`config.mk`:
```
export PLATFORM = sky130hd
export DESIGN_NAME = gyro_turn_pid_controller
export DESIGN_NICKNAME = d
export VERILOG_FILES = /design/src/rtl/gtpc_pkg.sv /design/src/rtl/gtpc_cfg.sv /design/src/rtl/gtpc_front.sv /design/src/rtl/gtpc_drive.sv /design/src/rtl/gyro_turn_pid_controller.sv
export SDC_FILE = /design/constraint.sdc
export NUM_CORES = 2
export LEC_CHECK = 0
export BUFFER_PORTS_ARGS = -buffer_cell sky130_fd_sc_hd__buf_2
export CAP_MARGIN = 20
export CORE_MARGIN = 2
export CORE_UTILIZATION = 50
export DETAILED_ROUTE_END_ITERATION = 8
export PLACE_DENSITY_LB_ADDON = 0.08
export REMOVE_ABC_BUFFERS = 1
export SLEW_MARGIN = 20
export SYNTH_ARGS = -nofsm -noshare
export SYNTH_HDL_FRONTEND = slang
export SYNTH_SLANG_ARGS = --single-unit
```
`constraint.sdc`:
```
create_clock -name i_clk -period 7.26 [get_ports i_clk]
set_clock_uncertainty 0.2 [all_clocks]
set_input_delay 0.363 -clock i_clk [delete_from_list [all_inputs] [get_ports i_clk]]
set_output_delay 0.363 -clock i_clk [all_outputs]
set_load 0.005 [all_outputs]
```
`src/rtl/gtpc_pkg.sv`:
```
package gtpc_pkg;

    // widths of the stored integral and of the datapath
    localparam int INTEGRAL_BITS = 24;
    localparam int HEAD_W        = 16;
    localparam int TIME_W        = 16;
    localparam int GAIN_W        = 12;
    localparam int LIM_W         = 15;
    localparam int ERR_W         = HEAD_W + 1;
    localparam int DIFF_W        = ERR_W + 1;
    localparam int INT_W         = INTEGRAL_BITS;
    localparam int INT_SUM_W     = ((INT_W > ERR_W) ? INT_W : ERR_W) + 1;
    localparam int P_W           = ERR_W + GAIN_W + 1;
    localparam int I_W           = INT_W + GAIN_W + 1;
    localparam int D_W           = DIFF_W + GAIN_W + 1;
    localparam int ACC_W         = ((I_W > D_W) ? I_W : D_W) + 2;
    localparam int FRAC_W        = 8;
    localparam int Q_W           = ACC_W - FRAC_W;
    localparam int DRIVE_W       = 8;

    // configuration port
    localparam int CFG_IDX_W  = 3;
    localparam int CFG_DATA_W = 16;

    localparam logic [CFG_IDX_W-1:0] CFG_TARGET_HEADING = 3'd0;
    localparam logic [CFG_IDX_W-1:0] CFG_GAIN_P         = 3'd1;
    localparam logic [CFG_IDX_W-1:0] CFG_GAIN_I         = 3'd2;
    localparam logic [CFG_IDX_W-1:0] CFG_GAIN_D         = 3'd3;
    localparam logic [CFG_IDX_W-1:0] CFG_INTEGRAL_ZONE  = 3'd4;
    localparam logic [CFG_IDX_W-1:0] CFG_INTEGRAL_CAP   = 3'd5;
    localparam logic [CFG_IDX_W-1:0] CFG_STOP_TOLERANCE = 3'd6;
    localparam logic [CFG_IDX_W-1:0] CFG_TIME_LIMIT_MS  = 3'd7;

    localparam logic signed [HEAD_W-1:0] RST_TARGET_HEADING = 16'sd0;
    localparam logic [GAIN_W-1:0]        RST_GAIN_P         = 12'd13;
    localparam logic [GAIN_W-1:0]        RST_GAIN_I         = 12'd18;
    localparam logic [GAIN_W-1:0]        RST_GAIN_D         = 12'd1024;
    localparam logic [LIM_W-1:0]         RST_INTEGRAL_ZONE  = 15'd100;
    localparam logic [LIM_W-1:0]         RST_INTEGRAL_CAP   = 15'd30;
    localparam logic [LIM_W-1:0]         RST_STOP_TOLERANCE = 15'd15;
    localparam logic [TIME_W-1:0]        RST_TIME_LIMIT_MS  = 16'd2000;

    typedef struct packed {
        logic signed [HEAD_W-1:0] target_heading;
        logic [GAIN_W-1:0]        gain_p;
        logic [GAIN_W-1:0]        gain_i;
        logic [GAIN_W-1:0]        gain_d;
        logic [LIM_W-1:0]         integral_zone;
        logic [LIM_W-1:0]         integral_cap;
        logic [LIM_W-1:0]         stop_tolerance;
        logic [TIME_W-1:0]        time_limit_ms;
    } t_cfg;

    typedef struct packed {
        logic signed [HEAD_W-1:0] heading_sample;
        logic [TIME_W-1:0]        elapsed_ms;
    } t_in;

    typedef struct packed {
        logic signed [DRIVE_W-1:0] left_drive;
        logic signed [DRIVE_W-1:0] right_drive;
        logic                      finished;
    } t_out;

    // stage enables of the pipeline
    typedef struct packed {
        logic take;
        logic s1;
        logic s2;
        logic s3;
        logic out;
    } t_pipe_en;

    typedef struct packed {
        logic signed [ERR_W-1:0]  err;
        logic signed [INT_W-1:0]  integ;
        logic signed [DIFF_W-1:0] diff;
        logic                     done;
    } t_term;

endpackage

```
`src/rtl/gtpc_cfg.sv`:
```
module gtpc_cfg (
    input  logic                              i_clk,
    input  logic                              i_rst_n,
    input  logic                              i_cfg_we,
    input  logic [gtpc_pkg::CFG_IDX_W-1:0]    i_cfg_idx,
    input  logic [gtpc_pkg::CFG_DATA_W-1:0]   i_cfg_data,
    output gtpc_pkg::t_cfg                    o_cfg
);
    import gtpc_pkg::*;

    t_cfg r_cfg;

    always_ff @(posedge i_clk) begin
        if (!i_rst_n) begin
            r_cfg.target_heading <= RST_TARGET_HEADING;
            r_cfg.gain_p         <= RST_GAIN_P;
            r_cfg.gain_i         <= RST_GAIN_I;
            r_cfg.gain_d         <= RST_GAIN_D;
            r_cfg.integral_zone  <= RST_INTEGRAL_ZONE;
            r_cfg.integral_cap   <= RST_INTEGRAL_CAP;
            r_cfg.stop_tolerance <= RST_STOP_TOLERANCE;
            r_cfg.time_limit_ms  <= RST_TIME_LIMIT_MS;
        end else if (i_cfg_we) begin
            unique case (i_cfg_idx)
                CFG_TARGET_HEADING: r_cfg.target_heading <= $signed(i_cfg_data[HEAD_W-1:0]);
                CFG_GAIN_P:         r_cfg.gain_p         <= i_cfg_data[GAIN_W-1:0];
                CFG_GAIN_I:         r_cfg.gain_i         <= i_cfg_data[GAIN_W-1:0];
                CFG_GAIN_D:         r_cfg.gain_d         <= i_cfg_data[GAIN_W-1:0];
                CFG_INTEGRAL_ZONE:  r_cfg.integral_zone  <= i_cfg_data[LIM_W-1:0];
                CFG_INTEGRAL_CAP:   r_cfg.integral_cap   <= i_cfg_data[LIM_W-1:0];
                CFG_STOP_TOLERANCE: r_cfg.stop_tolerance <= i_cfg_data[LIM_W-1:0];
                CFG_TIME_LIMIT_MS:  r_cfg.time_limit_ms  <= i_cfg_data[TIME_W-1:0];
            endcase
        end
    end

    assign o_cfg = r_cfg;

endmodule

```
`src/rtl/gtpc_front.sv`:
```
module gtpc_front (
    input  logic               i_clk,
    input  logic               i_rst_n,
    input  gtpc_pkg::t_cfg     i_cfg,
    input  gtpc_pkg::t_in      i_in,
    input  gtpc_pkg::t_pipe_en i_en,
    output gtpc_pkg::t_term    o_term
);
    import gtpc_pkg::*;

    logic signed [INT_W-1:0] r_integral;
    logic signed [ERR_W-1:0] r_prev_err;
    logic                    r_done;
    t_term                   r_term;

    logic signed [ERR_W-1:0]     err;
    logic [ERR_W-1:0]            mag;
    logic                        done_now;
    logic signed [INT_SUM_W-1:0] int_sum;
    logic signed [INT_SUM_W-1:0] int_max;
    logic signed [INT_SUM_W-1:0] int_min;
    logic signed [INT_W-1:0]     int_sat;
    logic signed [INT_W-1:0]     cap_ext;
    logic signed [INT_W-1:0]     n_integral;
    t_term                       n_term;

    always_comb begin
        err = ERR_W'(i_cfg.target_heading) - ERR_W'(i_in.heading_sample);
        mag = err[ERR_W-1] ? ERR_W'(-err) : err;

        done_now = r_done
                || (i_in.elapsed_ms >= i_cfg.time_limit_ms)
                || (mag <= ERR_W'(i_cfg.stop_tolerance));

        // add the error with saturation to the integral width
        int_max = {{(INT_SUM_W-INT_W+1){1'b0}}, {(INT_W-1){1'b1}}};
        int_min = {{(INT_SUM_W-INT_W+1){1'b1}}, {(INT_W-1){1'b0}}};
        int_sum = INT_SUM_W'(r_integral) + INT_SUM_W'(err);
        if (int_sum > int_max) begin
            int_sat = int_max[INT_W-1:0];
        end else if (int_sum < int_min) begin
            int_sat = int_min[INT_W-1:0];
        end else begin
            int_sat = int_sum[INT_W-1:0];
        end

        cap_ext = $signed({{(INT_W-LIM_W){1'b0}}, i_cfg.integral_cap});
        if (mag >= ERR_W'(i_cfg.integral_zone)) begin
            n_integral = '0;
        end else if (int_sat > cap_ext) begin
            n_integral = cap_ext;
        end else begin
            n_integral = int_sat;
        end

        n_term.err   = err;
        n_term.integ = n_integral;
        n_term.diff  = DIFF_W'(err) - DIFF_W'(r_prev_err);
        n_term.done  = done_now;
    end

    always_ff @(posedge i_clk) begin
        if (!i_rst_n) begin
            r_integral <= '0;
            r_prev_err <= '0;
            r_done     <= 1'b0;
        end else if (i_en.take) begin
            r_done <= done_now;
            // a finished turn freezes the loop state
            if (!done_now) begin
                r_integral <= n_integral;
                r_prev_err <= err;
            end
        end
    end

    always_ff @(posedge i_clk) begin
        if (i_en.s1) begin
            r_term <= n_term;
        end
    end

    assign o_term = r_term;

endmodule

```
`src/rtl/gtpc_drive.sv`:
```
module gtpc_drive (
    input  logic               i_clk,
    input  gtpc_pkg::t_cfg     i_cfg,
    input  gtpc_pkg::t_pipe_en i_en,
    input  gtpc_pkg::t_term    i_term,
    output gtpc_pkg::t_out     o_out
);
    import gtpc_pkg::*;

    localparam logic signed [Q_W-1:0] Q_POS_LIM = Q_W'(128);
    localparam logic signed [Q_W-1:0] Q_NEG_LIM = -Q_POS_LIM;
    localparam logic signed [DRIVE_W-1:0] DRIVE_MAX = DRIVE_W'(127);

    logic signed [P_W-1:0]   r_p_term;
    logic signed [I_W-1:0]   r_i_term;
    logic signed [D_W-1:0]   r_d_term;
    logic                    r_done2;
    logic signed [ACC_W-1:0] r_acc;
    logic                    r_done3;
    t_out                    r_out;

    logic signed [GAIN_W:0]      kp;
    logic signed [GAIN_W:0]      ki;
    logic signed [GAIN_W:0]      kd;
    logic signed [Q_W-1:0]       q;
    logic                        round_up;
    logic signed [DRIVE_W-1:0]   power;
    t_out                        n_out;

    assign kp = $signed({1'b0, i_cfg.gain_p});
    assign ki = $signed({1'b0, i_cfg.gain_i});
    assign kd = $signed({1'b0, i_cfg.gain_d});

    always_ff @(posedge i_clk) begin
        if (i_en.s2) begin
            r_p_term <= P_W'(i_term.err) * P_W'(kp);
            r_i_term <= I_W'(i_term.integ) * I_W'(ki);
            r_d_term <= D_W'(i_term.diff) * D_W'(kd);
            r_done2  <= i_term.done;
        end
    end

    always_ff @(posedge i_clk) begin
        if (i_en.s3) begin
            r_acc   <= ACC_W'(r_p_term) + ACC_W'(r_i_term) + ACC_W'(r_d_term);
            r_done3 <= r_done2;
        end
    end

    // divide by 256 toward zero: floor shift, then bump negatives with a remainder; clamp to +-127
    always_comb begin
        q        = r_acc[ACC_W-1:FRAC_W];
        round_up = r_acc[ACC_W-1] && (|r_acc[FRAC_W-1:0]);
        if (q >= Q_POS_LIM) begin
            power = DRIVE_MAX;
        end else if (q <= Q_NEG_LIM) begin
            power = -DRIVE_MAX;
        end else begin
            power = q[DRIVE_W-1:0] + DRIVE_W'(round_up);
        end

        if (r_done3) begin
            n_out.left_drive  = '0;
            n_out.right_drive = '0;
            n_out.finished    = 1'b1;
        end else begin
            n_out.left_drive  = -power;
            n_out.right_drive = power;
            n_out.finished    = 1'b0;
        end
    end

    always_ff @(posedge i_clk) begin
        if (i_en.out) begin
            r_out <= n_out;
        end
    end

    assign o_out = r_out;

endmodule

```
`src/rtl/gyro_turn_pid_controller.sv`:
```
// Gyro turn PID controller with integral zone.
// Input channel (i_in_valid / o_in_ready / i_in_data): one beat per gyro sample,
// carrying the heading and the milliseconds since the turn began.
// Output channel (o_out_valid / i_out_ready / o_out_data): one beat per input
// beat, in order: left and right drive (mirror images, saturated to +-127) and
// the finished flag. Once finished, every later beat reports zero drive.
// Configuration: i_cfg_we writes i_cfg_data into register i_cfg_idx at the edge;
// write only while no beat is in flight.
// Throughput: one beat per cycle while the output is not stalled. The integral,
// previous error and done flag close their loop inside the first stage, so
// each sample sees the state left by the one before it at full rate.
// Pipeline: an accepted beat passes the input register, error/integral stage,
// multiply stage, sum stage and output register before o_out_valid rises.
// Stall: each stage holds only while the stage after it is full, so bubbles
// close up and o_in_ready drops only when all five registers hold beats.
// Reset: synchronous, active low; clears the pipeline, the loop state and the
// done flag, and loads the default gains and limits. A new turn needs a reset.
module gyro_turn_pid_controller (
    input  logic                            i_clk,
    input  logic                            i_rst_n,
    input  logic                            i_in_valid,
    output logic                            o_in_ready,
    input  gtpc_pkg::t_in                   i_in_data,
    output logic                            o_out_valid,
    input  logic                            i_out_ready,
    output gtpc_pkg::t_out                  o_out_data,
    input  logic                            i_cfg_we,
    input  logic [gtpc_pkg::CFG_IDX_W-1:0]  i_cfg_idx,
    input  logic [gtpc_pkg::CFG_DATA_W-1:0] i_cfg_data
);
    import gtpc_pkg::*;

    t_cfg     cfg;
    t_in      r_in;
    t_term    term;
    t_pipe_en en;
    logic     en_in;
    logic     r_v0;
    logic     r_v1;
    logic     r_v2;
    logic     r_v3;
    logic     r_v_out;

    always_comb begin
        en.out = !r_v_out || i_out_ready;
        en.s3  = !r_v3 || en.out;
        en.s2  = !r_v2 || en.s3;
        en.s1  = !r_v1 || en.s2;
        en_in  = !r_v0 || en.s1;
        en.take = r_v0 && en.s1;
    end

    always_ff @(posedge i_clk) begin
        if (!i_rst_n) begin
            r_v0    <= 1'b0;
            r_v1    <= 1'b0;
            r_v2    <= 1'b0;
            r_v3    <= 1'b0;
            r_v_out <= 1'b0;
        end else begin
            if (en_in) begin
                r_v0 <= i_in_valid;
            end
            if (en.s1) begin
                r_v1 <= r_v0;
            end
            if (en.s2) begin
                r_v2 <= r_v1;
            end
            if (en.s3) begin
                r_v3 <= r_v2;
            end
            if (en.out) begin
                r_v_out <= r_v3;
            end
        end
    end

    always_ff @(posedge i_clk) begin
        if (en_in) begin
            r_in <= i_in_data;
        end
    end

    gtpc_cfg u_cfg (
        .i_clk      (i_clk),
        .i_rst_n    (i_rst_n),
        .i_cfg_we   (i_cfg_we),
        .i_cfg_idx  (i_cfg_idx),
        .i_cfg_data (i_cfg_data),
        .o_cfg      (cfg)
    );

    gtpc_front u_front (
        .i_clk   (i_clk),
        .i_rst_n (i_rst_n),
        .i_cfg   (cfg),
        .i_in    (r_in),
        .i_en    (en),
        .o_term  (term)
    );

    gtpc_drive u_drive (
        .i_clk  (i_clk),
        .i_cfg  (cfg),
        .i_en   (en),
        .i_term (term),
        .o_out  (o_out_data)
    );

    assign o_in_ready  = en_in;
    assign o_out_valid = r_v_out;

`ifndef SYNTHESIS
    a_finished_zero: assert property (@(posedge i_clk) disable iff (!i_rst_n)
        o_out_valid && o_out_data.finished |->
            o_out_data.left_drive == '0 && o_out_data.right_drive == '0)
        else $error("finished beat carries nonzero drive");

    a_mirror: assert property (@(posedge i_clk) disable iff (!i_rst_n)
        o_out_valid |-> o_out_data.left_drive == -o_out_data.right_drive
            && o_out_data.right_drive != -8'sd128)
        else $error("left and right drive not mirrored within range");

    a_full_when_blocked: assert property (@(posedge i_clk) disable iff (!i_rst_n)
        !o_in_ready |-> r_v0 && r_v1 && r_v2 && r_v3 && r_v_out && !i_out_ready)
        else $error("input blocked while the pipeline has a free stage");

    a_state_moves_with_beat: assert property (@(posedge i_clk) disable iff (!i_rst_n)
        en.take |-> r_v0 && en.s1)
        else $error("loop state updated without a beat leaving the input register");
`endif

endmodule
```
==> flow_metrics.tcl <==
set metrics [dict create \
    grt_use_total_pct 26.4 \
    dp_hpwl_mm 93.8 \
    clkPwrFrac_pct 19.7 \
    hold_path_depth 3 \
    top_layer "met4" \
    cellLeakagePower_nw 24.0 \
    pwr-share-comb_pct 51.1 \
    yosys_warnings 0 \
    postPlaceCellArea_sq_um 48900 \
    grt_remaining_overflow 0 \
    synth_top_area_share_pct 29.5 \
    reg2reg_depth 32 \
    wl_per_cell_microns 18.7 \
    yosysSeqAreaShare_pct 22.8 \
    holdPathEnd "u_cfg.o_cfg[102]$_SDFFE_PN0P_" \
    fin_worst_hold_slack_ns 0.0367 \
    yosysMostFrequentCell "inv_1" \
    status "completed" \
    report.final.slew_viol_count 0 \
    fin_crit_ns 7.05 \
    routed_wl_mm 119 \
    ys_top_cells_by_area "fa_1 (29%), edfxtp_1 (16%), ha_1 (10%)" \
    synthDistinctLibCells 89 \
    critPathSlowestCell "edfxtp_1" \
    die_width_microns 309 \
    critPathLaunchType "flop" \
    timing.rr.start "r_in[16]$_DFFE_PP_" \
    dieArea_sq_um 95500 \
    drtIter0Drc 2029 \
    finalNetCount 6168 \
    cp_data_required_time_ns 7.43 \
    drt-pass1-iter-count 7 \
    rsz0062_at_grt "yes" \
    io_pins 75 \
    tns_ns 0 \
    setup_viol 0 \
    syn_inst 4880 \
    drive_gt1_share_pct 8.30 \
    layout-area-overhead-vs-synth_pct 10.7 \
    power_w 0.0125 \
    clock_sinks 407 \
    grt_pass1_wl_mm 195 \
    syn_area_sq_um 46500 \
    cts_tree "built" \
    routed-via-count 33500 \
    path_clk_slew_ns 0.06 \
    min-delay-start "i_cfg_data[5]" \
    cts_made_buffers 49 \
    max_stage_delay_ns 0.42 \
    fin_crit_sh_pct 97.0 \
    clk_latency_ns 0.63 \
    power_frac_seq_pct 29.2 \
    internal_power_w 0.00730 \
    initial_utilization_pct 50.6 \
    wl_met2_mm 55.3 \
    critPathMaxFanout 8 \
    switching_share_pct 41.7 \
    port_buffers 74 \
    wl_met3_mm 5.92 \
    cts_buffer_depth 3 \
    synth.cells.most_frequent "inv_1 (853), fa_1 (685), nand2_1 (637)" \
    row_count 111 \
    fp.dieH_microns 309 \
    synth_edf_count 247 \
    place.gp.congestion 0.884 \
    maxClockFrequency_mhz 142 \
    grt_start_max_net_pins 93 \
    cts-root-buf "clkbuf_16" \
    antenna_found_initial 3 \
    switchingPower_w 0.00523 \
    cap_viol_max_count 0 \
    antenna_left 0 \
    grt_pass1_vias 35300 \
    htree_levels 2 \
    final_hold_viol_count 0 \
    utilization_pct 56.0 \
    synthFlopType "edfxtp_1" \
    via_per_inst 5.29 \
    ff2ff_setup_slack_ns 0.21 \
    p_per_area_nw_per_um2 244 \
    relSlewSlack_pct 22.5 \
    critical_path_arrival_ns 7.21 \
    drc 0 \
    core_sq_um 91900 \
    final_cell_area_sq_um 51500 \
    syn_area_per_cell_sq_um 9.53 \
    synth_seq_cells 407 \
    critical_path_class "reg2reg" \
    r2r-end "u_front.o_term[26]$_DFFE_PP_" \
    tightest_slew_ns 1.16 \
    endpoint_kind "flop" \
    async_reset_ff_share_pct 0 \
    synth_area_leader_cell "fa_1" \
    drt-met1-wl_mm 52.2 \
    fill_cells 8420 \
    vdd_drop_max_mv 0.225 \
    hp-class "in2reg" \
]
## layout make-up
cell class / count / area (sq um) / area share (%)
multi-input combinational: 3425 / 32200 / 62.6
sequential: 407 / 10600 / 20.7
inverter: 855 / 3210 / 6.24
timing repair buffer: 306 / 2250 / 4.38
tap: 1243 / 1560 / 3.02
clock buffer: 60 / 1330 / 2.58
clock inverter: 29 / 277 / 0.537
antenna: 3 / 7.51 / 0.0146
## sequential cells by signal, indices dropped and copies added (netlist names), 16 cells and up
signal              count
u_drive.r_acc          39
u_front.r_prev_err     17
r_in                   32
u_cfg.o_cfg           113
u_drive.r_d_term       31
u_drive.o_out          16
u_front.r_integral     24
u_front.o_term         60
u_drive.r_i_term       37
u_drive.r_p_term       30
## layer usage
metal / GRT usage, % / vias up
li1: - / 15900
met1: 35.6 / 16600
met2: 43.7 / 805
met3: 2.95 / 185
met4: 10.1 / 0
met5: 0 / -
## cells in the final DEF, fill, tap and decap left out, types with 50 or more instances in the layout
cell type  netlist  layout
a21o_1          79      79
a21oi_1        247     244
and2_1         394     393
buf_2            6      74
buf_4            2     181
clkbuf_16        0      50
dfxtp_1        160     150
edfxtp_1       247     247
fa_1           685     684
ha_1           383     374
inv_1          853     851
nand2_1        637     635
nand3_1         59      59
nor2_1         173     173
o21ai_0         91      86
xnor2_1        138     138
## worst max-delay path by stage
stage                                      start                            endpoint  slack (ns)  cells past startpoint
finish                        r_in[16]$_DFFE_PP_        u_front.o_term[26]$_DFFE_PP_        0.21                     32
global placement    u_cfg.o_cfg[97]$_SDFFE_PN0P_  u_front.r_integral[9]$_SDFFE_PN0P_       -0.43                     34
CTS                           r_in[16]$_DFFE_PP_        u_front.o_term[26]$_DFFE_PP_        0.05                     32
global route                  r_in[16]$_DFFE_PP_        u_front.o_term[26]$_DFFE_PP_       -0.13                     32
detailed placement            r_in[16]$_DFFE_PP_        u_front.o_term[26]$_DFFE_PP_       -0.49                     32
floorplan                     r_in[16]$_DFFE_PP_        u_front.o_term[26]$_DFFE_PP_       -0.80                     30
## critical path, delay by kind of cell (launching register included)
kind	cells	cell delay (ns)
AO/OA/AOI/OAI	17	3.14
adder cells (fa/ha/maj)	5	1.30
multiplexers	1	0.28
buffers and inverters	3	0.43
AND/OR/NAND/NOR	6	1.02
flip-flops	1	0.42
## per-stage QoR
step	worst slack [ns]	cells
after floorplan	-0.798	4686
after global placement	-0.428	6172
after detailed placement	-0.493	6172
after CTS	0.0489	6308
after global routing	-0.127	6327
final	0.215	6328
## power groups by stage
stage	Sequential, W	Clock, W	Combinational (W)
after detailed placement	0.00373	0	0.00642
after floorplan	0.00350	0	0.00458
after CTS	0.00369	0.00253	0.00647
after global placement	0.00373	0	0.00635
final	0.00366	0.00247	0.00640
after global routing	0.00371	0.00263	0.00736
## what timing repair did
item                                   in CTS  in global routing
setup buffers                               0                 17
gates cloned                                1                  0
pin swaps                                   6                 23
gates resized for setup                    17                 55
setup endpoints to repair                  30                 36
endpoints found under the hold margin      91                  0
hold buffers                               46                  0
## cells by family (layout without fill, tap and decap cells)
kind of cell             count (synthesis)  after routing  share of synthesized area, %
other                                    0              3                             0
multiplexers                            30             30                         0.654
flip-flops                             407            407                          22.8
adder cells (fa/ha/maj)               1083           1083                          40.1
AND/OR/NAND/NOR                       1475           1476                          15.3
XOR/XNOR                               185            185                          3.48
AO/OA/AOI/OAI                          651            651                          9.00
buffers and inverters                 1049           1250                          8.57
Note: power is estimated with default switching activity, not from simulation.
